### src/rtl/ltfr_pkg.sv
// Package for the length-trailed frame receiver.
// Holds the transaction structs, the sequencer state type and the shared constants.
// No dependencies.
package ltfr_pkg;

   // Default receive buffer depth and the capture store depth
   localparam int BUFFER_DEPTH_DEF = 512;
   localparam int CAP_DEPTH        = 256;

   // Register reset values
   localparam logic [7:0] HEADER_RESET  = 8'd193;
   localparam logic [7:0] MIN_LEN_RESET = 8'd4;

   // Configuration register indexes
   localparam logic CSR_HEADER_VALUE     = 1'b0;
   localparam logic CSR_MIN_FRAME_LENGTH = 1'b1;

   // Request function codes
   localparam logic FUNC_PUSH = 1'b0;
   localparam logic FUNC_READ = 1'b1;

   typedef struct packed {
      logic       func;
      logic [7:0] rx_byte;
      logic [7:0] read_index;
   } req_type;

   typedef struct packed {
      logic       frame_done;
      logic [7:0] frame_length;
      logic [7:0] read_data;
   } rsp_type;

   // Control from the sequencer to the checksum/compare unit
   typedef struct packed {
      logic       clear;  // start a new scan
      logic       en;     // a buffer byte is present on the read data
      logic [7:0] j;      // frame offset of that byte
      logic [7:0] len;    // length byte under test
   } chk_ctl_type;

   typedef enum logic [2:0] {
      ST_IDLE,
      ST_CAP_READ,
      ST_LEN_CHECK,
      ST_SCAN,
      ST_EVAL,
      ST_COPY,
      ST_RESPOND
   } state_type;

endpackage

### src/rtl/ltfr_cap_store.sv
// Capture store: 256-byte memory holding the last good frame, with per-entry
// valid bits so that unwritten entries read as zero after reset. Uses ltfr_pkg.
module ltfr_cap_store
   import ltfr_pkg::*;
(
   input  logic       clock,
   input  logic       reset,
   input  logic       wr_en,
   input  logic [7:0] wr_addr,
   input  logic [7:0] wr_data,
   input  logic       rd_en,
   input  logic [7:0] rd_addr,
   output logic [7:0] rd_data
);

   logic [7:0]           mem [CAP_DEPTH];
   logic [CAP_DEPTH-1:0] vld_ff;
   logic [7:0]           rd_data_ff;
   logic                 rd_vld_ff;

   // Write frame bytes
   always_ff @(posedge clock) begin
      if (wr_en) begin
         mem[wr_addr] <= wr_data;
      end
   end

   // Mark written entries, clear all at reset
   always_ff @(posedge clock) begin
      if (reset) begin
         vld_ff <= '0;
      end else if (wr_en) begin
         vld_ff[wr_addr] <= 1'b1;
      end
   end

   // Registered read with its valid bit
   always_ff @(posedge clock) begin
      if (rd_en) begin
         rd_data_ff <= mem[rd_addr];
         rd_vld_ff  <= vld_ff[rd_addr];
      end
   end

   assign rd_data = rd_vld_ff ? rd_data_ff : 8'd0;

endmodule

### config.mk
export PLATFORM = sky130hd
export DESIGN_NAME = ltfr_cap_store
export DESIGN_NICKNAME = d
export VERILOG_FILES = /design/src/rtl/ltfr_pkg.sv /design/src/rtl/ltfr_cap_store.sv
export SDC_FILE = /design/constraint.sdc
export NUM_CORES = 2
export LEC_CHECK = 0
export ABC_AREA = 1
export BUFFER_PORTS_ARGS = -buffer_cell sky130_fd_sc_hd__buf_2
export CAP_MARGIN = 30
export CORE_ASPECT_RATIO = 1.75
export CORE_MARGIN = 5
export CORE_UTILIZATION = 35
export CTS_CLUSTER_DIAMETER = 200
export DETAILED_ROUTE_END_ITERATION = 10
export HOLD_SLACK_MARGIN = 0.08
export SETUP_SLACK_MARGIN = 0.02
export SLEW_MARGIN = 20
export SYNTH_ARGS = -nofsm -noshare
export SYNTH_HDL_FRONTEND = slang
export SYNTH_SLANG_ARGS = --single-unit
### constraint.sdc
create_clock -name clock -period 1.5 [get_ports clock]
set_input_delay 0 -clock clock [delete_from_list [all_inputs] [get_ports clock]]
set_output_delay 0 -clock clock [all_outputs]
set_load 0.01 [all_outputs]
Yosys cells after proc, flatten, opt, wreduce, memory -nomap -nowiden --
Memory sizes are Yosys's and may differ from the RTL's. A register that Yosys moved wholly into a read port is not among the register bits. Index checks and enable logic that the tools add are counted.
Word-level totals: register bits 257, latch bits 0, bits in writable memories 2048, bits in read-only memories 0, input bits 28, output and inout bits 8, memories 1
Cells by class: $add $sub $neg 0, multipliers 0, divide/modulo/power cells 0, order comparisons 3, equal/unequal tests 0, shift-type cells 0, mux-type cells 7, bitwise gates (word level) 1, reductions and logical operators 1
Memory list:
- mem | words 256, bits a word 8, rd ports 1, clocked after Yosys merged registers in 1, write ports 1, RTL line ltfr_cap_store.sv:16 | logic [7:0] mem [CAP_DEPTH];
Operator list (count):
- $or A256 B256 Y256 | 1
- $lt A8 B9 Y1 const B | 2
- $bmux W1 S8 | 1
- $demux W1 S8 | 1
- $ge A8 B1 Y1 const B | 1
- $mux W8 | 1
- $mux W1 | 4
- $logic_and A1 B1 Y1 | 1

Depth between registers and ports, before layout --
depth in word-level cells 5, gate-level depth with buffers 15

Least setup slack after synthesis --
No wires, ideal clock.
kind in2reg, start point in wr_en, end point mem mem[189][0], enable pin, setup time 374 ps, arrival 1186 ps, data required time 1126 ps, slack -59 ps, stages on the path 6, buffers on the path 2, cells stage by stage clkinv_1 > clkbuf_1 > nor2_1 > inv_1 > clkbuf_1 > nor2_1
Between the ends: longest elaborated chain between the ends 2
RTL lines:
- start, declared | RTL line ltfr_cap_store.sv:8 | input logic wr_en,
- $mux W1 | RTL line ltfr_cap_store.sv:23 | if (wr_en) begin
- $mux W1 (implied by the code) | RTL line ltfr_cap_store.sv:24 | mem[wr_addr] <= wr_data;
- end, declared | RTL line ltfr_cap_store.sv:16
No other way between the ends.

==> results.sh <==
export IMPL_wl_per_cell_um=23.0
export IMPL_slowest_delay_ns=0.37
export IMPL_ys_types=17
export IMPL_io_pins=36
export IMPL_cts_clk_slew_worst_paths_ns=0.07
export IMPL_antenna_left=0
export IMPL_rr_startpoint="mem[45][5]$_DFFE_PP_"
export IMPL_grt_ovfl_total=0
export IMPL_critPathSlowestCell="edfxtp_1"
export IMPL_cts_sinks=2313
export IMPL_fill_cells=24600
export IMPL_final_util_pct=42.7
export IMPL_ir_drop_mv=0.997
export IMPL_rsz0062_at_grt="true"
export IMPL_grt_max_degree=82
export IMPL_crit_top_cell="nand3_1"
export IMPL_crit_chain="nand2_1 -> nand3_1 -> nand3_1 -> nand3_1 -> nand3_1 -> nand3_2 -> nand3_2 -> nand2_1 -> nand2_2 -> nand2_1"
export IMPL_grtUsageTotal_pct=20.3
export IMPL_firstDrtPassIters=6
export IMPL_most_common_layout_cells="nand2_1 (2341), edfxtp_1 (2057), nand3_1 (1900)"
export IMPL_drive_gt1_share_pct=17.2
export IMPL_io_buffers=35
export IMPL_ys_async_sr_fraction_pct=0
export IMPL_netlist_instances=8411
export IMPL_dieHeight_um=693
export IMPL_fin_crit_sh_pct=115
export IMPL_fin_crit_ns=1.72
export IMPL_critPathBufInv=0
export IMPL_clockBufferDepth=4
export IMPL_path_class="reg2reg"
export IMPL_avgSynthCellArea_um2=11.1
export IMPL_r2r_end="rd_data_ff[5]$_DFFE_PP_"
export IMPL_worstPathMaxFanout=1
export IMPL_drc=0
export IMPL_grt_pass1_wl_um=428000
export IMPL_syn_nets=8439
export IMPL_min_path_type="in2reg"
export IMPL_outcome="complete, but fails checks"
export IMPL_endpoint_kind="register"
export IMPL_holdPathStages=2
export IMPL_drt_wl_total_um=291000
export IMPL_h_tree_depth=4
export IMPL_via_count=66400
export IMPL_power_total_uw=134000
export IMPL_antenna_found_initial=3
export IMPL_holdPathEnd="mem[170][0]$_DFFE_PP_"
export IMPL_avgViaCountPerCell=5.26
export IMPL_hold_viol=0
export IMPL_hpwl_um=189000
export IMPL_insertion_delay_ns=0.87
export IMPL_arrival_ns=2.31
export IMPL_fin_skew_ns=0.0414
export IMPL_final_common_cell="nand2_1"
export IMPL_min_from="wr_data[0]"
export IMPL_cp_start_kind="register"
export IMPL_initial_utilization_pct=35.2
export IMPL_root_buffer="clkbuf_16"
export IMPL_grt_pass1_vias=66300
export IMPL_place_gp_congestion=0.959
export IMPL_drv_slew=0
export IMPL_cp_num_cells=10
export IMPL_r2r_slack_ns=-0.22
export IMPL_timing_fmax_ghz=0.582
export IMPL_cts_tree="built"
export IMPL_cts_made_buffers=199
export IMPL_dpl_worst_slack_ns=-0.886
export IMPL_whs_ns=0.143
export IMPL_syn2layout_area_growth_pct=21.4
export IMPL_reg2reg_depth=10
export IMPL_rows=250
export IMPL_p_leak_uw=0.0406
export IMPL_synth_seq_cells=2313
export IMPL_required_ns=2.09
export IMPL_yosysTopAreaCellShare_pct=66.2
export IMPL_setup_slack_ns=-0.220
export IMPL_dieArea_um2=277000
export IMPL_nets=8955
export IMPL_core_area_um2=265000
export IMPL_drt_iter0_drc=6110
export IMPL_ys_dominant_reg_cell="edfxtp_1"
export IMPL_synth_edff_count=2057
export IMPL_slew_headroom_pct=53.4
export IMPL_synthTopCellsByArea="edfxtp_1 (66%), nand3_1 (12%), nand2_1 (9.5%)"
export IMPL_die_width_um=400
export IMPL_netlist_top_cell_by_area="edfxtp_1"
export IMPL_worstMarginPinSlew_ns=0.699
export IMPL_crit_family="simple AND/OR/NAND/NOR gates"
export IMPL_drv_cap=0
export IMPL_synth_yosys_seq_area_share_pct=71.7
export IMPL_cellPowerDensity_nw_per_um2=1180
export IMPL_yosys_warnings=0
export IMPL_syn_area_um2=93300
export IMPL_failed_checks="negative setup slack"
export IMPL_setup_viol=17
## stage by stage
stage	std cells	setup TNS, ns	area, µm²
6_report	12600	-3.24	113000
5_1_grt	12600	-4.11	113000
4_1_cts	12600	-3.25	113000
3_5_place_dp	12200	-116.95	104000
3_3_place_gp	12200	-97.01	104000
2_1_floorplan	8411	-44.44	93300
## Yosys cell counts (3+ instances only)
library cell and count:
o21ba_2 5, clkinv_1 4, nand3_1 2268, buf_4 44
nand2_1 2364, buf_1 55, dfxtp_1 256, inv_1 72
edfxtp_1 2057, buf_2 316, nor3_1 3, nor2_1 813
buf_6 13, inv_2 3, clkbuf_1 136
## cells by family after synthesis
| logic type | count (synthesis) | synth area share, % |
|---|---|---|
| buf+inv | 645 | 3.31 |
| simple gates | 5448 | 25.0 |
| flops | 2313 | 71.7 |
| compound gates | 5 | 0.0536 |
## power by group
group	total (µW)	switching [µW]	internal (µW)	leakage, µW
clock	53300	23500	29800	0.00324
combinational	10600	7290	3340	0.0168
sequential	70200	69.5	70100	0.0206
total	134000	30800	103000	0.0406
## worst max path at each step
stage	startpoint	to	slack, ns
6_report	mem[45][5]$_DFFE_PP_	rd_data_ff[5]$_DFFE_PP_	-0.22
5_1_grt	mem[243][6]$_DFFE_PP_	rd_data_ff[6]$_DFFE_PP_	-0.31
4_1_cts	rd_vld_ff$_DFFE_PP_	rd_data[1]	-0.24
3_5_place_dp	rd_addr[0]	rd_data_ff[6]$_DFFE_PP_	-0.89
3_3_place_gp	rd_addr[0]	rd_data_ff[4]$_DFFE_PP_	-0.93
2_1_floorplan	wr_en	mem[189][0]$_DFFE_PP_	-0.06
## sequential cells by signal, indices dropped and copies added (netlist names)
| name | count |
|---|---|
| mem | 2048 |
| rd_data_ff | 8 |
| rd_vld_ff | 1 |
| vld_ff | 256 |
## cell type report
class                   count  area (µm²)  area share [%]
flip-flops and latches   2313       66900            59.0
multi-input cells        5453       25900            22.8
repair buffers            879        9150            8.07
clock buffers             257        5390            4.76
well taps                3528        4410            3.89
clock inverters           108        1230            1.08
inverters                  81         368           0.325
diodes                      2        5.00         0.00442
## timing repair
action                                  4_1_cts  5_1_grt
pin swaps                                   104       53
hold endpoints to repair                   2480        0
hold buffers                                 26        0
gates resized for setup                     401      119
buffers inserted                              1        0
endpoints found under the setup margin       17      120
## metal layers
layer  vias up  track usage, %  wire length [µm]
li1      30300               -                 -
met1     32700            22.6            102000
met2      2628            36.2            148000
met3       811            2.43             17300
met4         0            13.8             23400
met5         -               0                 0
No activity file was read; power rests on OpenSTA's default activity.
