<file path="src/rtl/ltfr_rx_buf.sv">
// Receive buffer: linear byte memory, one write port and one registered read port.
// Depends on nothing beyond its parameters.
module ltfr_rx_buf #(
   parameter int DEPTH = 512,
   localparam int AW   = $clog2(DEPTH)
) (
   input  logic          clock,
   input  logic          wr_en,
   input  logic [AW-1:0] wr_addr,
   input  logic [7:0]    wr_data,
   input  logic          rd_en,
   input  logic [AW-1:0] rd_addr,
   output logic [7:0]    rd_data
);

   logic [7:0] mem [DEPTH];
   logic [7:0] rd_data_ff;

   // Write received bytes
   always_ff @(posedge clock) begin
      if (wr_en) begin
         mem[wr_addr] <= wr_data;
      end
   end

   // Registered read
   always_ff @(posedge clock) begin
      if (rd_en) begin
         rd_data_ff <= mem[rd_addr];
      end
   end

   assign rd_data = rd_data_ff;

endmodule

</file>
<file path="config.mk">
export PLATFORM = sky130hd
export DESIGN_NAME = ltfr_rx_buf
export DESIGN_NICKNAME = d
export VERILOG_FILES = /design/src/rtl/ltfr_rx_buf.sv
export SDC_FILE = /design/constraint.sdc
export NUM_CORES = 2
export LEC_CHECK = 0
export BUFFER_PORTS_ARGS = -buffer_cell sky130_fd_sc_hd__buf_2
export CORE_MARGIN = 8
export CORE_UTILIZATION = 67
export CTS_CLUSTER_DIAMETER = 40
export CTS_CLUSTER_SIZE = 28
export DETAILED_ROUTE_END_ITERATION = 7
export PLACE_DENSITY_LB_ADDON = 0.1
export SYNTH_ARGS = -nofsm -noshare
export SYNTH_HDL_FRONTEND = slang
export SYNTH_SLANG_ARGS = --single-unit
</file>
<file path="constraint.sdc">
create_clock -name clock -period 7.1 [get_ports clock]
set_clock_uncertainty 0.1 [all_clocks]
set_input_delay 0.355 -clock clock [delete_from_list [all_inputs] [get_ports clock]]
set_output_delay 0.355 -clock clock [all_outputs]
set_load 0.1 [all_outputs]
</file>
# --- After elaboration in Yosys (flattened, before gate mapping) ---
# Memory sizes are Yosys's and may differ from the RTL's. A register that Yosys moved wholly into a read port is not among the register bits.
# Cells that the tools add are included.
totals:
  wordCells: 3
  out_inout_bits: 8
  inputBits: 29
  reg_bits: 0
  ramBits: 4096
  mem_count: 1
mem_list:
  columns: ["memory", "depth", "width", "rd", "rd_ports_with_merged_regs", "wr", "line", "rtl"]
  rows:
  - ["mem", 512, 8, 1, 1, 1, "16", "logic [7:0] mem [DEPTH];"]
classes:
  mux: 2
ops:
  columns: ["op", "count"]
  rows:
  - ["$mux W1", 2]

# --- Depth between registers and ports, before layout ---
depth:
  depth_word: 2
  ltp_mapped: 12

# --- Least setup slack after synthesis ---
# No wires, ideal clock.
synth_timing:
  path_type: "input to register"
  start: "in rd_addr[0]"
  end: "reg rd_data_ff[0] (netlist: rd_data[0]) (read register of mem) (data pin)"
  arrival_time_ns: 2.209
  cell_stages: 10
  path_slack_ns: 4.534
  setup_time_ns: 0.257
  path_cell_list: "buf_4 > buf_12 > buf_12 > buf_2 > mux4_2 > o21ai_0 > nand3_1 > nand4_1 > o21ai_0 > o2111a_1"
synth_rtl:
  columns: ["item", "line", "rtl"]
  rows:
  - ["start, declared", "12", "input logic [AW-1:0] rd_addr,"]
  - ["end, declared", "17", "logic [7:0] rd_data_ff;"]

==> impl_results.rst <==
.. list-table::
   :header-rows: 1

   * - Metric
     - Value
   * - Delay of the slowest critical-path stage
     - 1.07 ns
   * - Layout cell share with drive strength beyond 1
     - about 20%
   * - Post-cts gate resize count
     - 0
   * - Net count after synthesis
     - roughly 8100
   * - Library cells used by synthesis
     - 50
   * - Mapped cell area
     - roughly 160000 um2
   * - Std-Cell Rows
     - 179
   * - Die height
     - 505 um
   * - Layout net count
     - 8232
   * - CTS sink count
     - 4104
   * - Post-detailed-route wirelength per cell
     - 34.7 um
   * - YS warnings
     - 0
   * - Detail Placement HPWL
     - 237000 um
   * - Data required time at the worst endpoint
     - 7.86 ns
   * - Worst Setup End Kind
     - flip-flop
   * - CTS root buf
     - sky130_fd_sc_hd__clkbuf_16
   * - Worst-path clk slew
     - 0.06 ns
   * - Number of primary I/O pins
     - 37
   * - Post-synth EDFFs
     - 4104
   * - Vias after detailed routing
     - 84100
   * - Number of antenna violations at the first check in global routing
     - 25
   * - H-tree levels
     - 5
   * - Final count of pins violating max slew
     - 4
   * - Mean cell area of the mapped netlist
     - 19.9 um2
   * - Slew at the pin closest to its max-slew limit
     - 1.54 ns
   * - Largest fanout on the critical path
     - 87
   * - Setup violators final
     - 0
   * - Register bit count reported by yosys
     - 4104
   * - HP Class
     - input pin to flip-flop
   * - Most used flip-flop cell after synthesis
     - sky130_fd_sc_hd__edfxtp_1
   * - FMAX
     - between 200 and 250 MHz
   * - Syn-to-layout area delta
     - 12.4%
   * - Violated checks
     - max-capacitance violations, max-slew violations
   * - Classification of the worst setup path
     - input pin to flip-flop
   * - Number of search-and-repair iterations in the first detailed-routing pass
     - 8
   * - Worst-path cell with the longest stage delay
     - sky130_fd_sc_hd__nor3_1
   * - Post-synth ARST share
     - 0%
   * - Total non-filler cell area in the finished layout
     - between 150000 and 200000 um2
   * - Die Area
     - roughly 250000 um2
   * - Top cells by area, synth
     - sky130_fd_sc_hd__edfxtp_1, sky130_fd_sc_hd__mux4_2, sky130_fd_sc_hd__mux2i_1
   * - Static power due to leakage
     - 57.3 nW
   * - Sum of routed wire length over all layers
     - 410000 um
   * - Die W
     - 505 um
   * - Minimum period implied by the final worst setup slack
     - 4.16 ns
   * - Final total negative setup slack
     - 0 ns
   * - Unrepaired setup endpoints after global routing
     - no
   * - Category of cells accounting for the largest share of critical-path delay
     - buffers and inverters
   * - Top cell type's share of synthesized area
     - 77.0%
   * - Result of the run
     - finished, violations left
   * - Clock tree from TritonCTS
     - built
   * - Number of nets still failing antenna checks after routing
     - 0
   * - Global route overflow
     - 0
   * - Maximum clock path buffer count
     - 4
   * - Highest ir drop seen on vdd
     - 0.297 mV
   * - Port buffer count
     - 36
   * - Global-route wire length before repair
     - 587000 um
   * - Critical path data arrival time
     - ~4.9 ns
   * - Total buffers and inverters traversed by the critical path
     - 3
   * - Total routing usage reported by global routing
     - a little under a third
   * - Library cell occupying the most area in the post-synthesis netlist
     - sky130_fd_sc_hd__edfxtp_1
   * - Worst skew pair latency
     - slightly above 1 ns
   * - Initial detailed-routing violation count
     - 12700
   * - Reg-to-reg setup timing slack
     - 3.27 ns
   * - Number of remaining DRC errors
     - 0
   * - Type of element launching the critical path
     - input pin
   * - Post-synthesis sequential area ratio
     - 77.0%
   * - Core outline area
     - 238000 um2
   * - Maximum number of pins on one net before global-route repair
     - 225
   * - Synthesized instance count
     - 8030
   * - Number of buffers created by CTS
     - slightly below 500
   * - Count of endpoints failing hold in the final timing report
     - 0
   * - Number of global-route vias before repair
     - 82800
   * - Power density relative to cell area
     - 302 nW/um2
   * - Share of the clock period used by the worst path
     - 58.6%
   * - Post-detailed-route via-to-cell ratio
     - a little over 7
   * - Count of max-cap constraint violations
     - 3
   * - Series of cell instances along the critical path
     - buf_8, buf_12, buf_4, mux4_2, o22ai_1, o21ai_0, o211ai_1, nor3_1, o2111a_1
   * - Relative slew margins
     - -3.51%
   * - Final GP Congestion
     - 0.929
   * - Initial core utilization
     - 67.3%
   * - Placed Instance Area
     - 163000 um2
[per-layer routing]
layer / GRT usage, % / routed length [um]
met5: 0 / 55
met1: 45.2 / 149000
met3: 7.74 / 50400
met4: 12.2 / 18800
met2: 48.4 / 191000
[state kept, by name, indices dropped and copies added, names as in the netlist]
signal,cells
mem,4096
rd_data,8
[worst paths after layout]
| check | start | end | cells past startpoint |
|---|---|---|---|
| min reg2reg | mem[153][5] | rd_data[5] | 4 |
| min | wr_addr[1] | mem[39][5] | 3 |
| max | rd_addr[1] | rd_data[1] | 9 |
| max reg2reg | mem[185][1] | rd_data[1] | 7 |
[tightest hold or removal path, delay by kind of cell]
family                 cells  cell delay [ns]
buffers and inverters      1             0.18
AND/OR/NAND/NOR            2             0.59
[final cells by class]
cell class / count / area, um2
clock buffer: 528 / 12500
tap: 3167 / 3960
multi-input combinational: 3410 / 34000
inverter: 3 / 18.8
antenna: 12 / 30.0
timing repair buffer: 194 / 1940
fill: 12700 / 57800
clock inverter: 380 / 4050
sequential: 4104 / 123000
[report_power, final]
part	internal (mW)	leakage, nW	switching, mW
registers	26.7	36.9	0.0267
logic	0.727	12.5	1.68
clock network	14.5	7.95	10.5
[kinds of logic (layout without fill, tap and decap cells)]
family | count (synthesis) | in the layout | share of synthesized area [%]
buffers and inverters | 516 | 1105 | 1.85
AND/OR/NAND/NOR | 980 | 980 | 2.63
flip-flops | 4104 | 4104 | 77.0
AO/OA/AOI/OAI | 979 | 979 | 4.31
other | 0 | 12 | 0
multiplexers | 1451 | 1451 | 14.2
[Yosys cell counts, types with 3 or more instances]
master	instances
sky130_fd_sc_hd__a2111oi_0	3
sky130_fd_sc_hd__a211oi_1	17
sky130_fd_sc_hd__a21oi_1	194
sky130_fd_sc_hd__a22o_1	5
sky130_fd_sc_hd__a22oi_1	61
sky130_fd_sc_hd__and2_1	20
sky130_fd_sc_hd__and3_1	4
sky130_fd_sc_hd__and3b_1	4
sky130_fd_sc_hd__buf_1	41
sky130_fd_sc_hd__buf_12	5
sky130_fd_sc_hd__buf_2	57
sky130_fd_sc_hd__buf_4	70
sky130_fd_sc_hd__buf_6	64
sky130_fd_sc_hd__buf_8	11
sky130_fd_sc_hd__clkbuf_1	265
sky130_fd_sc_hd__edfxtp_1	4104
sky130_fd_sc_hd__mux2i_1	797
sky130_fd_sc_hd__mux4_2	654
sky130_fd_sc_hd__nand2_1	111
sky130_fd_sc_hd__nand2b_1	4
sky130_fd_sc_hd__nand3_1	36
sky130_fd_sc_hd__nand4_1	32
sky130_fd_sc_hd__nor2_1	597
sky130_fd_sc_hd__nor2b_1	6
sky130_fd_sc_hd__nor3_1	109
sky130_fd_sc_hd__nor3b_1	8
sky130_fd_sc_hd__nor4_1	36
sky130_fd_sc_hd__o2111a_1	8
sky130_fd_sc_hd__o21ai_0	118
sky130_fd_sc_hd__o221ai_1	371
sky130_fd_sc_hd__o22a_1	3
sky130_fd_sc_hd__o22ai_1	163
sky130_fd_sc_hd__o311ai_0	5
sky130_fd_sc_hd__o31ai_1	13
sky130_fd_sc_hd__o41ai_1	7
sky130_fd_sc_hd__or2_2	4
sky130_fd_sc_hd__or3_1	6
[layout by cell type, fill, tap and decap left out, drive strengths merged, types with 6 or more instances in the layout]
cell | Yosys | routed
o311ai | 6 | 6
nor2b | 6 | 6
o41ai | 7 | 7
clkbuf | 265 | 528
o21ai | 119 | 119
inv | 3 | 123
a211oi | 17 | 17
o31ai | 13 | 13
edfxtp | 4104 | 4104
buf | 248 | 185
nand3 | 36 | 36
nand2 | 111 | 111
clkinv | 0 | 164
mux2i | 797 | 797
diode | 0 | 12
a22oi | 61 | 61
a21oi | 194 | 194
and2 | 20 | 20
clkinvlp | 0 | 57
or3 | 6 | 6
o2111a | 8 | 8
bufinv | 0 | 39
o221ai | 372 | 372
nor2 | 597 | 597
nor3b | 8 | 8
nor3 | 109 | 109
mux4 | 654 | 654
o22ai | 163 | 163
nor4 | 36 | 36
nand4 | 32 | 32
dlygate4sd3 | 0 | 9
[what timing repair did]
action / in CTS / in global routing
endpoints found under the hold margin: 786 / 0
hold buffers: 9 / 0
setup buffers: 0 / 0
[per-stage QoR]
step | hold WS, ns | power [mW] | instances | setup WS [ns] | utilization, %
floorplan | 0.354 | 28.5 | 8030 | 4.53 | -
global placement | 0.690 | 29.5 | 10900 | 1.63 | 68.6
detailed placement | 0.686 | 29.6 | 10900 | 2.13 | 68.6
CTS | 0.163 | 54.3 | 11800 | 3.19 | 75.6
global route | 0.225 | 55.3 | 11800 | 2.92 | 75.7
finish | 0.254 | 54.2 | 11800 | 2.94 | 75.7
Power figures use the tool's default switching activity.
