### config.mk
export PLATFORM = sky130hd
export DESIGN_NAME = ltfr_check_unit
export DESIGN_NICKNAME = d
export VERILOG_FILES = /design/src/rtl/ltfr_pkg.sv /design/src/rtl/ltfr_check_unit.sv
export SDC_FILE = /design/constraint.sdc
export NUM_CORES = 1
export LEC_CHECK = 0
export ABC_CLOCK_PERIOD_IN_PS = 3600
export BUFFER_PORTS_ARGS = -buffer_cell sky130_fd_sc_hd__buf_2
export CORE_ASPECT_RATIO = 1.5
export CORE_MARGIN = 4
export CORE_UTILIZATION = 40
export CTS_BUF_LIST = sky130_fd_sc_hd__clkbuf_4 sky130_fd_sc_hd__clkbuf_8
export DETAILED_ROUTE_END_ITERATION = 16
export PLACE_DENSITY = 0.69
export REMOVE_ABC_BUFFERS = 1
export SLEW_MARGIN = 20
export SYNTH_ARGS = -nofsm -noshare
export SYNTH_HDL_FRONTEND = slang
export SYNTH_SLANG_ARGS = --single-unit
### constraint.sdc
create_clock -name clock -period 3.6 [get_ports clock]
set_input_delay 0.54 -clock clock [delete_from_list [all_inputs] [get_ports clock]]
set_output_delay 0.54 -clock clock [all_outputs]
set_load 0.005 [all_outputs]
### src/rtl/ltfr_pkg.sv
// Package for the length-trailed frame receiver.
// Holds the transaction structs, the sequencer state type and the shared constants.
// No dependencies.
package ltfr_pkg;

   // Default receive buffer depth and the capture store depth
   localparam int BUFFER_DEPTH_DEF = 512;
   localparam int CAP_DEPTH        = 256;

   // Register reset values
   localparam logic [7:0] HEADER_RESET  = 8'd193;
   localparam logic [7:0] MIN_LEN_RESET = 8'd4;

   // Configuration register indexes
   localparam logic CSR_HEADER_VALUE     = 1'b0;
   localparam logic CSR_MIN_FRAME_LENGTH = 1'b1;

   // Request function codes
   localparam logic FUNC_PUSH = 1'b0;
   localparam logic FUNC_READ = 1'b1;

   typedef struct packed {
      logic       func;
      logic [7:0] rx_byte;
      logic [7:0] read_index;
   } req_type;

   typedef struct packed {
      logic       frame_done;
      logic [7:0] frame_length;
      logic [7:0] read_data;
   } rsp_type;

   // Control from the sequencer to the checksum/compare unit
   typedef struct packed {
      logic       clear;  // start a new scan
      logic       en;     // a buffer byte is present on the read data
      logic [7:0] j;      // frame offset of that byte
      logic [7:0] len;    // length byte under test
   } chk_ctl_type;

   typedef enum logic [2:0] {
      ST_IDLE,
      ST_CAP_READ,
      ST_LEN_CHECK,
      ST_SCAN,
      ST_EVAL,
      ST_COPY,
      ST_RESPOND
   } state_type;

endpackage

### src/rtl/ltfr_check_unit.sv
// Frame check unit: one 8-bit accumulator and comparators fed one buffer byte a cycle.
// Uses ltfr_pkg for the control struct.
module ltfr_check_unit
   import ltfr_pkg::*;
(
   input  logic        clock,
   input  chk_ctl_type ctl,
   input  logic [7:0]  rd_data,
   input  logic [7:0]  header,
   output logic        pass
);

   logic [7:0] b0_ff;      // byte at frame offset 0
   logic [7:0] b1_ff;      // byte at frame offset 1
   logic [7:0] before_ff;  // byte before the length byte
   logic [7:0] sum_ff;     // running checksum without offset 0
   logic       in_body;

   // Offsets 2 .. len-3 enter the checksum
   assign in_body = (ctl.j >= 8'd2) && ({1'b0, ctl.j} + 9'd2 < {1'b0, ctl.len});

   // Pick up the fixed-offset bytes and accumulate the body
   always_ff @(posedge clock) begin
      if (ctl.clear) begin
         sum_ff <= ctl.len;
      end else if (ctl.en) begin
         if (ctl.j == 8'd0) begin
            b0_ff <= rd_data;
         end
         if (ctl.j == 8'd1) begin
            b1_ff <= rd_data;
         end
         if (ctl.j == ctl.len - 8'd2) begin
            before_ff <= rd_data;
         end
         if (in_body) begin
            sum_ff <= sum_ff + rd_data;
         end
      end
   end

   assign pass = (b0_ff == header) && (b1_ff == before_ff) &&
                 (8'(b0_ff + sum_ff) == before_ff);

endmodule

Word level (Yosys, flattened, before mapping) --
Index checks and enable logic that the tools add are counted.
Word-level totals: bits in registers 32, word-level logic and storage cells 29, bits of input ports 35
Cells by class: muxes and demuxes 3, reductions and logical operators 10, order comparisons 2, equality and inequality tests 5, bitwise operators 1, $add $sub $neg 4
Operators by type and width (count):
- 8-bit equality test | 4
- 8-bit 2-to-1 mux | 3
- 8-bit adder | 2
- 8-bit by 2-bit adder with 9-bit output (second input constant) | 1
- 9-bit by 8-bit less-than comparator with 1-bit output | 1
- 3-bit AND reduction | 3
- 8-bit by 1-bit equality test with 1-bit output (second input constant) | 1
- 8-bit by 2-bit >= comparator with 1-bit output (second input constant) | 1
- 8-bit logical NOT | 1
- 8-bit by 2-bit subtractor with 8-bit output (second input constant) | 1
- 2-bit nonzero test | 2
- 1-bit logical AND | 3
- 2-bit AND reduction | 1
- 1-bit inverter | 1

Longest topological paths before layout --
Gate-level depths: netlist (run 1).
depth after elaboration 6, gate-level depth with buffers 9, gate-level depth less buffers 9

Least setup slack after synthesis (run 1) --
No wires, ideal clock.
kind in2reg, start input port ctl[11] (netlist bit), end register sum_ff[0], enable pin, slack 848 ps, stages on the path 8, arrival time 2374 ps, buffers on the path 1, required time 3222 ps, cell sequence clkbuf_1 nand3_1 nor2_1 xor2_1 ha_1 a221oi_1 a21oi_1 a41oi_1
Between the ends: longest elaborated chain between the ends 5, elaborated cells on any way between the ends 6
Ends and longest elaborated chain:
- from (decl) | line ltfr_check_unit.sv:7 | input chk_ctl_type ctl,
- 8-bit by 2-bit adder with 9-bit output | line ltfr_check_unit.sv:20 | assign in_body = (ctl.j >= 8'd2) && ({1'b0, ctl.j} + 9'd2 < {1'b0, ctl.len});
- 9-bit by 8-bit less-than comparator with 1-bit output | line ltfr_check_unit.sv:20
- 1-bit logical AND (*) | line ltfr_check_unit.sv:20
- 2-bit nonzero test (no line) (*)
- 2-bit AND reduction (no line) (*)
- to (signal assigned) | line ltfr_check_unit.sv:25 | sum_ff <= ctl.len;
- to (signal assigned) | line ltfr_check_unit.sv:37 | sum_ff <= sum_ff + rd_data;
- to (decl) | line ltfr_check_unit.sv:16 | logic [7:0] sum_ff;
Mark *: on every way between the ends. The rest lies on a longest branch, timed or not. A chain may end at the register's enable or synchronous reset.

Final worst setup path (run 1) --
start register b0_ff[0], end output port pass
Between the ends: longest elaborated chain between the ends 3, elaborated cells on any way between the ends 5
Ends and longest elaborated chain:
- from (decl) | line ltfr_check_unit.sv:13 | logic [7:0] b0_ff;
- from (signal assigned) | line ltfr_check_unit.sv:28 | b0_ff <= rd_data;
- 8-bit adder or 8-bit equality test (tied branches) | line ltfr_check_unit.sv:43, ltfr_check_unit.sv:42
- 8-bit equality test or 1-bit logical AND (tied branches) | line ltfr_check_unit.sv:43, ltfr_check_unit.sv:42
- 1-bit logical AND (*) | line ltfr_check_unit.sv:42 | assign pass = (b0_ff == header) && (b1_ff == before_ff) &&
- to (decl) | line ltfr_check_unit.sv:10 | output logic pass
Marks and branches as above.

==> summary.txt, run 1 <==
Clock tree
  – # hold bufs at CTS: 0
  – Max H-tree Level: 2
  – Cts repair resizes: 0
  – Num CTS Buffers: 5
  – Deepest clock path buffer count: 2
  – Clk root buf: clkbuf_8
  – Clk slew on worst S/H paths: about 60 ps
  – CTS Sinks: 32
  – Postcts setup bufs: 0
  – CTS tree: built
  – Worst skew pair latency: about 270 ps

Setup path
  – Reg2Reg Launch Point: sum_ff[0]
  – Worst path bufs/invs: 1
  – Critical Path Start Type: flop
  – Setup crit end kind: primary output
  – FF-to-FF setup slack: between 1500 and 2000 ps
  – WP data arrival: between 2000 and 2500 ps
  – Peak fanout along the critical path: 2
  – Cells on worst reg2reg path: 8
  – Worst path cell trace: ha_1, fa_1, xor2_1, and3_1, o221ai_2, nor4_2, nand4_1, nor3_2, buf_2
  – Crit-path slowest cell: edfxtp_1
  – CP required: around 3100 ps
  – Cell family with most CP delay: adder cells
  – Setup CP Type: flop to primary output
  – Reg2reg end: sum_ff[6]
  – Crit path largest cell delay: between 400 and 500 ps

Timing
  – Clk_skew: approximately 0.85 ps
  – Setup TNS: 0 ps
  – Tmin final: between 2000 and 3000 ps
  – Hold slack: between 400 and 500 ps
  – Slew margin rel.: 0.493
  – FMAX: around 340 MHz
  – Final WS setup: approximately 670 ps
  – Final setup viols: 0
  – Final hold vios: 0
  – Final Cycle Share: 0.815
  – RSZ-0062 raised after global routing: no
  – Fin. max-slew vios: 0
  – Measured slew at the worst slew-check pin: approximately 760 ps

Die
  – Rows: 33
  – I/O Pins: 36
  – Starting Density: 0.418
  – DIE AREA: roughly 7100 um^2
  – Placeable core area: ~5600 um^2
  – Die span in y: roughly 100 um
  – Die width: about 70 um

Hold path
  – HP Class: primary input to flop
  – Hold Path End: b0_ff[6]
  – Hold Startpoint: rd_data[6]
  – WHS Path Cells: 1

Route
  – Vias: 1682
  – Routed vias/inst: between 5 and 6
  – Final ANT Viol Nets: 0
  – WL final: 4520 um
  – Initial DRT Pass Iterations: 4
  – DR iter-0 viols: 28
  – Mean routed wirelength per cell: about 14 um
  – DRC: 0

Run
  – # Max-Cap Violations: 0

Synthesis
  – Seq cells post-synth: 32
  – Yosys cell types: 35
  – Async SR Flop Fraction: 0
  – Multiplexer share of the synthesized area: 0.00484
  – Top-area cell type share of the netlist area: 0.413
  – EDFF count, synth: 32
  – Syn_area_per_cell: between 10 and 15 um^2
  – Syn. warnings: 0
  – Post-Synth Simple-Gate Area: 0.127
  – Post-Syn Instances: 218
  – Top_reg_cell synth: edfxtp_1
  – Post-Syn Area: 2330 um^2
  – Post-synthesis sequential area ratio: 0.413
  – Compound-Gate Fraction of Synth Area: 0.112
  – Area leader, netlist: edfxtp_1
  – Largest family of logic cells by synthesized area: XOR/XNOR gates
  – Post-Synth XOR/XNOR Area: 0.166
  – Adder-Cell Fraction of Synth Area: 0.146
  – Top cells by area, synth: edfxtp_1 (41%), ha_1 (13%), xnor2_1 (12%)

Placed design
  – Pre-CTS WS: between 900 and 1000 ps
  – Routability-driven placement congestion ratio: 0.848
  – HPWL after DPL: 3870 um
  – Port Buf Inserts: 35
  – Dpl cell area: between 2000 and 3000 um^2

Power
  – Peak supply drop: ~0.00016 V
  – PwrDens: approximately 370 nW/um^2
  – Leakage power: around 0.0011 uW

Layout
  – Commonest non-fill, non-tap cell in the layout: buf_2
  – Ant diodes: 0
  – Fill count: about 550
  – Synth-to-Final Area Change: 14.7%
  – Post-Layout Inst Area: 2670 um^2
  – Most frequent cells in the layout: buf_2 (35), edfxtp_1 (32), xnor2_1 (31), ha_1 (24), inv_1 (16)
  – Net count, final: 320
  – Layout cells sized above 1: 0.189

Outcome
  – Status: finished, final reports clean

Global route
  – Antenna violations before repair: 0
  – GRT overflow: 0
  – Global Route Usage Sum: 0.133
  – Largest net degree at the start of global routing: 19
  – First-pass GRT wire length: 7330 um
  – Vias in the first global route: ~1700
[worst max path at each step]
stage,to,depth (start not counted),start,slack (ps)
CTS,pass,9,b0_ff[0],630
detailed placement,pass,9,b0_ff[0],930
finish,pass,9,b0_ff[0],670
floorplan,sum_ff[0],8,ctl[9],1010
global route,pass,9,b0_ff[0],510
global placement,pass,9,b0_ff[0],990
[final cells by class]
type | instances | area, um^2 | area share
clock buffer | 5 | 68.8 | 0.0258
inverter | 16 | 60.1 | 0.0225
clock inverter | 2 | 7.51 | 0.00281
tap | 70 | 87.6 | 0.0328
sequential | 32 | 961 | 0.360
multi-input combinational | 167 | 1290 | 0.485
timing repair buffer | 37 | 190 | 0.0712
[synthesized netlist by cell type (2+ instances only)]
master and count:
edfxtp_1 32, and3_1 4, xor2_1 13, nand2_1 11, nor4_1 2, nor2_1 8, a21oi_1 12, a21o_1 3
xnor2_1 31, clkbuf_1 3, nand4_1 5, o31ai_1 2, nand2b_1 4, ha_1 24, a41oi_1 2, nor3_1 6
fa_1 2, inv_1 16, o21ai_0 13, nor2b_1 2, nand3_1 9
[through the flow]
step / utilization / instances / power, uW
after CTS: 0.479 / 329 / 1000
after detailed placement: 0.465 / 322 / 756
final: 0.479 / 329 / 993
after global placement: 0.465 / 322 / 752
after floorplan: - / 215 / 672
after global routing: 0.479 / 329 / 1050
[sequential cells by signal (all words and copies together) (netlist names)]
name	cells
b0_ff	8
b1_ff	8
before_ff	8
sum_ff	8
[per-layer routing]
metal,track usage,share of wire
met1,0.127,0.38
met2,0.266,0.54
met3,0.0179,0.045
met4,0.0782,0.037
met5,0,0
[where the power goes]
part           total [uW]  switching [uW]  leakage (uW)  internal, uW
Clock                 246             119     0.0000391           127
Combinational         295             154      0.000735           141
Sequential            452            15.1      0.000297           437
[kinds of logic (layout without fill, tap and decap cells)]
kind of cell | Yosys count | count (layout)
simple gates | 56 | 56
xor+xnor | 44 | 44
compound gates | 40 | 40
flops | 32 | 32
fa+ha+maj | 26 | 26
buf+inv | 19 | 60
mux | 1 | 1
Power figures use the tool's default switching activity.
==> run 2: changes to the inputs <==
Settings changed: ABC_CLOCK_PERIOD_IN_PS 3600 to 2400, PLACE_DENSITY 0.69 to 0.71.
Clock period 3.6 ns to 2.4 ns, I/O delays scaled along.
==> run 2 against run 1 <==
The flow now finishes with violations (setup timing). Final cell count rose by 4.0%. Largest power group unchanged. Combinational power rose by 63%. Via count is 3.2% higher. Critical path depth did not move. Sequential cell count did not move. Clock skew up 1.7 ps. First-iteration DRC count is 25% lower. Non-clock buffer count rose by 12. Critical endpoint unchanged. Highest routed layer unchanged.
==> summary.txt, run 2 (synthesized netlist as in run 1, its figures left out) <==
Outcome
  – Status: finished with violations
  – Failing checks: setup timing

Global route
  – Largest net degree at the start of global routing: 19
  – Global Route Usage Sum: 0.147
  – GRT overflow: 0
  – Antenna violations before repair: 0
  – Vias in the first global route: about 1900
  – First-pass GRT wire length: just over 8000 um

Die
  – Die span in y: ~100 um
  – I/O Pins: 36
  – Die width: about 70 um
  – Rows: 33
  – Placeable core area: 5570 um^2
  – DIE AREA: ~7000 um^2
  – Starting Density: 0.418

Setup path
  – CP required: ~2000 ps
  – Peak fanout along the critical path: 4
  – CP Launch Point: sum_ff[1]
  – Setup CP Type: flop to primary output
  – Worst path cell trace: buf_6, fa_2, xor2_2, and3_1, o221ai_2, nor4_2, nand4_1, nor3_2, buf_2
  – Reg2reg end: sum_ff[6]
  – Setup crit end: pass
  – Setup crit end kind: primary output
  – WP data arrival: approximately 2300 ps
  – Reg2Reg Launch Point: sum_ff[0]
  – FF-to-FF setup slack: roughly 250 ps
  – Cells on worst reg2reg path: 10
  – Crit path largest cell delay: between 400 and 500 ps
  – Worst path bufs/invs: 2
  – WP depth: 9
  – Cell family with most CP delay: simple AND/OR/NAND/NOR gates
  – Critical Path Start Type: flop
  – Crit-path slowest cell: edfxtp_1

Layout
  – Util after Layout: 0.509
  – Fill count: approximately 540
  – Synth-to-Final Area Change: 21.9%
  – Commonest non-fill, non-tap cell in the layout: buf_2
  – Net count, final: around 330
  – Seq. cell area: around 960 um^2
  – Non-filler cells, final: between 300 and 400
  – Multi-input gate area: between 1000 and 1500 um^2
  – Layout cells sized above 1: 0.265
  – Most frequent cells in the layout: buf_2 (35), edfxtp_1 (32), xnor2_1 (31), ha_1 (23), inv_1 (16)
  – Ant diodes: 0

Timing
  – Final WS setup: -268 ps
  – Setup TNS: -268 ps
  – Final hold vios: 0
  – Final Cycle Share: 1.11
  – FMAX: ~370 MHz
  – Clk_skew: 2.56 ps
  – Final setup viols: 1
  – Slew margin rel.: 0.750
  – Tmin final: between 2000 and 3000 ps
  – Fin. max-slew vios: 0
  – Measured slew at the worst slew-check pin: 371 ps
  – RSZ-0062 raised after global routing: yes

Hold path
  – HP Class: primary input to flop
  – Hold Startpoint: rd_data[7]

Power
  – Switching pwr: approximately 470 uW
  – Internal: ~1200 uW
  – PwrDens: approximately 590 nW/um^2
  – Gate power share: 0.288
  – Flop pwr share: 0.405
  – Leakage power: roughly 0.0012 uW
  – Peak supply drop: 0.000236 V
  – Total Power: ~1700 uW
  – Clk pwr share: 0.307
  – Sw frac: 0.280

Route
  – Mean routed wirelength per cell: between 10 and 15 um
  – Vias: between 1500 and 2000
  – Final ANT Viol Nets: 0
  – WL final: 4770 um
  – Initial DRT Pass Iterations: 4
  – Routed vias/inst: between 5 and 6
  – DR iter-0 viols: 21
  – DRC: 0

Run
  – # Max-Cap Violations: 0

Clock tree
  – CTS tree: built
  – Worst skew pair latency: ~280 ps
  – Max H-tree Level: 2
  – Clk slew on worst S/H paths: 70 ps
  – Num CTS Buffers: 5
  – Deepest clock path buffer count: 2
  – Clk root buf: clkbuf_8
  – CTS Sinks: 32

Placed design
  – Routability-driven placement congestion ratio: just over 0.8
  – Placed cells: around 330
  – HPWL after DPL: slightly below 4000 um
  – Port Buf Inserts: 35
==> run 2: how the worst min path moves through the flow <==
stage	to	slack (ps)	cells past startpoint
final	b1_ff[7]	300	1
after global routing	before_ff[3]	300	1
after CTS	b1_ff[7]	300	1
after detailed placement	b1_ff[7]	590	1
after global placement	b1_ff[7]	590	1
after floorplan	b0_ff[0]	460	0
==> run 2: per-layer routing <==
metal  up-vias  share of wire  GRT usage
li1        894              -          -
met1       789           0.38      0.151
met2        43           0.55      0.284
met3        10          0.037     0.0189
met4         0          0.032     0.0811
met5         -              0          0
==> run 2: timing repair <==
item	4_1_cts	5_1_grt
pin swaps	3	6
setup buffers	1	2
hold buffers	0	0
gates resized for setup	2	8
endpoints found under the setup margin	1	2
gates cloned	0	0
==> run 2: area by class of cell <==
cell class,count,share of cell area
Tap cell,70,0.0309
Multi-Input combinational cell,167,0.470
Clock inverter,2,0.0124
Clock buffer,6,0.0269
Inverter,16,0.0212
Sequential cell,32,0.339
Timing Repair Buffer,49,0.100
==> run 2: metrics by stage <==
| step | setup slack (ps) | area [um^2] | hold slack [ps] |
|---|---|---|---|
| final | -268 | 2840 | 304 |
| after global routing | -417 | 2840 | 303 |
| after CTS | -258 | 2790 | 298 |
| after detailed placement | -80.5 | 2660 | 590 |
| after global placement | -18.5 | 2660 | 593 |
| after floorplan | -14.8 | 2320 | 459 |
==> run 2: power by group through the flow <==
stage          clock, uW  combinational (uW)  sequential, uW
6_report             513                 482             679
3_3_place_gp           0                 447             687
5_1_grt              540                 552             682
4_1_cts              520                 461             678
3_5_place_dp           0                 456             690
2_1_floorplan          0                 326             681
==> run 3: changes to the inputs <==
Settings changed: CELL_PAD_IN_SITES_DETAIL_PLACEMENT set to 2, CELL_PAD_IN_SITES_GLOBAL_PLACEMENT set to 2, CORE_UTILIZATION 40 to 34, PLACE_DENSITY 0.71 to 0.87, TNS_END_PERCENT set to 30.
==> run 3 against run 2 <==
The run still ends with setup timing left. Clock power decreased by 24%. Sequential cell count unchanged. Non-clock buffer count increased by 4. Maximum frequency decreased by 2.1%. Hold slack improved by 5.5 ps. Clock skew decreased by 1.6 ps. Clock-buffer cell count unchanged. Die area increased by 16%. Utilization decreased by 7.9 points.
==> summary.txt, run 3 (synthesized netlist as in run 1, its figures left out) <==
Setup path
  – Peak fanout along the critical path: 2
  – Cells on worst reg2reg path: 10
  – Setup CP Type: flop to primary output
  – WP depth: 9
  – Worst path cell trace: ha_2, fa_2, xor2_1, and3_1, o221ai_2, nor4_2, nand4_1, nor3_2, buf_2
  – Setup crit end kind: primary output
  – Worst path bufs/invs: 1
  – Crit path largest cell delay: 410 ps
  – Critical Path Start Type: flop
  – Cell family with most CP delay: simple AND/OR/NAND/NOR gates
  – CP required: 2040 ps
  – Crit-path slowest cell: edfxtp_1
  – WP data arrival: around 2400 ps

Global route
  – Largest net degree at the start of global routing: 18
  – Antenna violations before repair: 0
  – First-pass GRT wire length: 10600 um
  – Vias in the first global route: approximately 2100
  – GRT overflow: 0
  – Global Route Usage Sum: 0.177

Timing
  – Final Cycle Share: 1.14
  – Final setup viols: 1
  – Clk_skew: approximately 0.93 ps
  – Tmin final: around 2700 ps
  – Final hold vios: 0
  – Slew margin rel.: 0.744
  – Fin. max-slew vios: 0
  – RSZ-0062 raised after global routing: yes
  – Final WS setup: -325 ps
  – Setup TNS: -325 ps
  – FMAX: ~370 MHz
  – Hold slack: between 300 and 400 ps
  – Measured slew at the worst slew-check pin: 381 ps

Clock tree
  – Clk root buf: clkbuf_8
  – Worst skew pair latency: 270 ps
  – Clk slew on worst S/H paths: approximately 60 ps
  – # hold bufs at CTS: 0
  – Deepest clock path buffer count: 2
  – Num CTS Buffers: 5
  – CTS tree: built
  – Max H-tree Level: 2
  – CTS Sinks: 32

Route
  – DR iter-0 viols: 58
  – Initial DRT Pass Iterations: 4
  – Vias: 1856
  – Routed vias/inst: roughly 5.3
  – Mean routed wirelength per cell: 19.8 um
  – Final ANT Viol Nets: 0
  – DRC: 0
  – WL final: 6950 um

Die
  – Die span in y: 109 um
  – Placeable core area: 6580 um^2
  – DIE AREA: 8260 um^2
  – Rows: 36
  – Die width: between 70 and 80 um
  – Starting Density: 0.354
  – I/O Pins: 36

Layout
  – Multi-input gate area: approximately 1300 um^2
  – Post-Layout Inst Area: approximately 2800 um^2
  – Synth-to-Final Area Change: 21.5%
  – Commonest non-fill, non-tap cell in the layout: buf_2
  – Layout cells sized above 1: 0.265
  – Most frequent cells in the layout: buf_2 (35), edfxtp_1 (32), xnor2_1 (31), ha_1 (23), buf_4 (18)
  – Util after Layout: 0.430
  – Net count, final: about 340
  – Seq. cell area: 961 um^2
  – Fill count: 726
  – Ant diodes: 0

Placed design
  – Port Buf Inserts: 35
  – Pre-CTS WS: -181 ps
  – Dpl cell area: 2680 um^2
  – HPWL after DPL: approximately 6000 um
  – Routability-driven placement congestion ratio: between 0.7 and 0.8

Power
  – PwrDens: between 500 and 600 nW/um^2
  – Peak supply drop: about 0.00017 V
  – Leakage power: 0.00115 uW

Run
  – # Max-Cap Violations: 0

Hold path
  – HP Class: primary input to flop
  – WHS Path Cells: 1

Outcome
  – Status: finished with violations
  – Failing checks: setup timing
## run 3: worst paths after layout
check / from / end / slack [ps]
min reg2reg: sum_ff[0] / sum_ff[0] / 840
max reg2reg: sum_ff[0] / sum_ff[6] / 130
min: rd_data[5] / before_ff[5] / 310
max: b0_ff[0] / pass / -320
## run 3: cell type report
type | count | area share
Multi-Input combinational cell | 167 | 0.467
Sequential cell | 32 | 0.340
Timing Repair Buffer | 53 | 0.110
Tap cell | 76 | 0.0336
Clock buffer | 6 | 0.0270
Inverter | 16 | 0.0212
Clock inverter | 1 | 0.00177
## run 3: routing by layer
layer	vias to the layer above	part of all wire	track usage	routed length [um]
li1	905	-	-	-
met1	906	0.35	0.163	2450
met2	35	0.60	0.371	4180
met3	10	0.021	0.0165	147
met4	0	0.025	0.0688	172
met5	-	0	0	0
## run 3: worst reg2reg max path: cells and delay by family (launching register included)
family          cells  cell delay, ps
compound gates      4             590
fa+ha+maj           2             550
flops               1             370
simple gates        2             320
buf+inv             2             180
## run 3: power breakdown
part / switching (uW) / internal (uW) / total [uW]
clock network: 183 / 208 / 391
logic: 296 / 239 / 535
registers: 24.3 / 655 / 679
## run 3: metrics by stage
stage	cells	power, uW
6_report	351	1600
5_1_grt	351	1710
4_1_cts	350	1620
3_5_place_dp	339	1200
3_3_place_gp	339	1150
2_1_floorplan	215	1010
## run 3: repair_timing
item	in CTS	in global routing
resized for setup	4	3
setup endpoints to repair	1	3
setup buffers	4	1
pin swaps	3	1
hold endpoints to repair	0	0
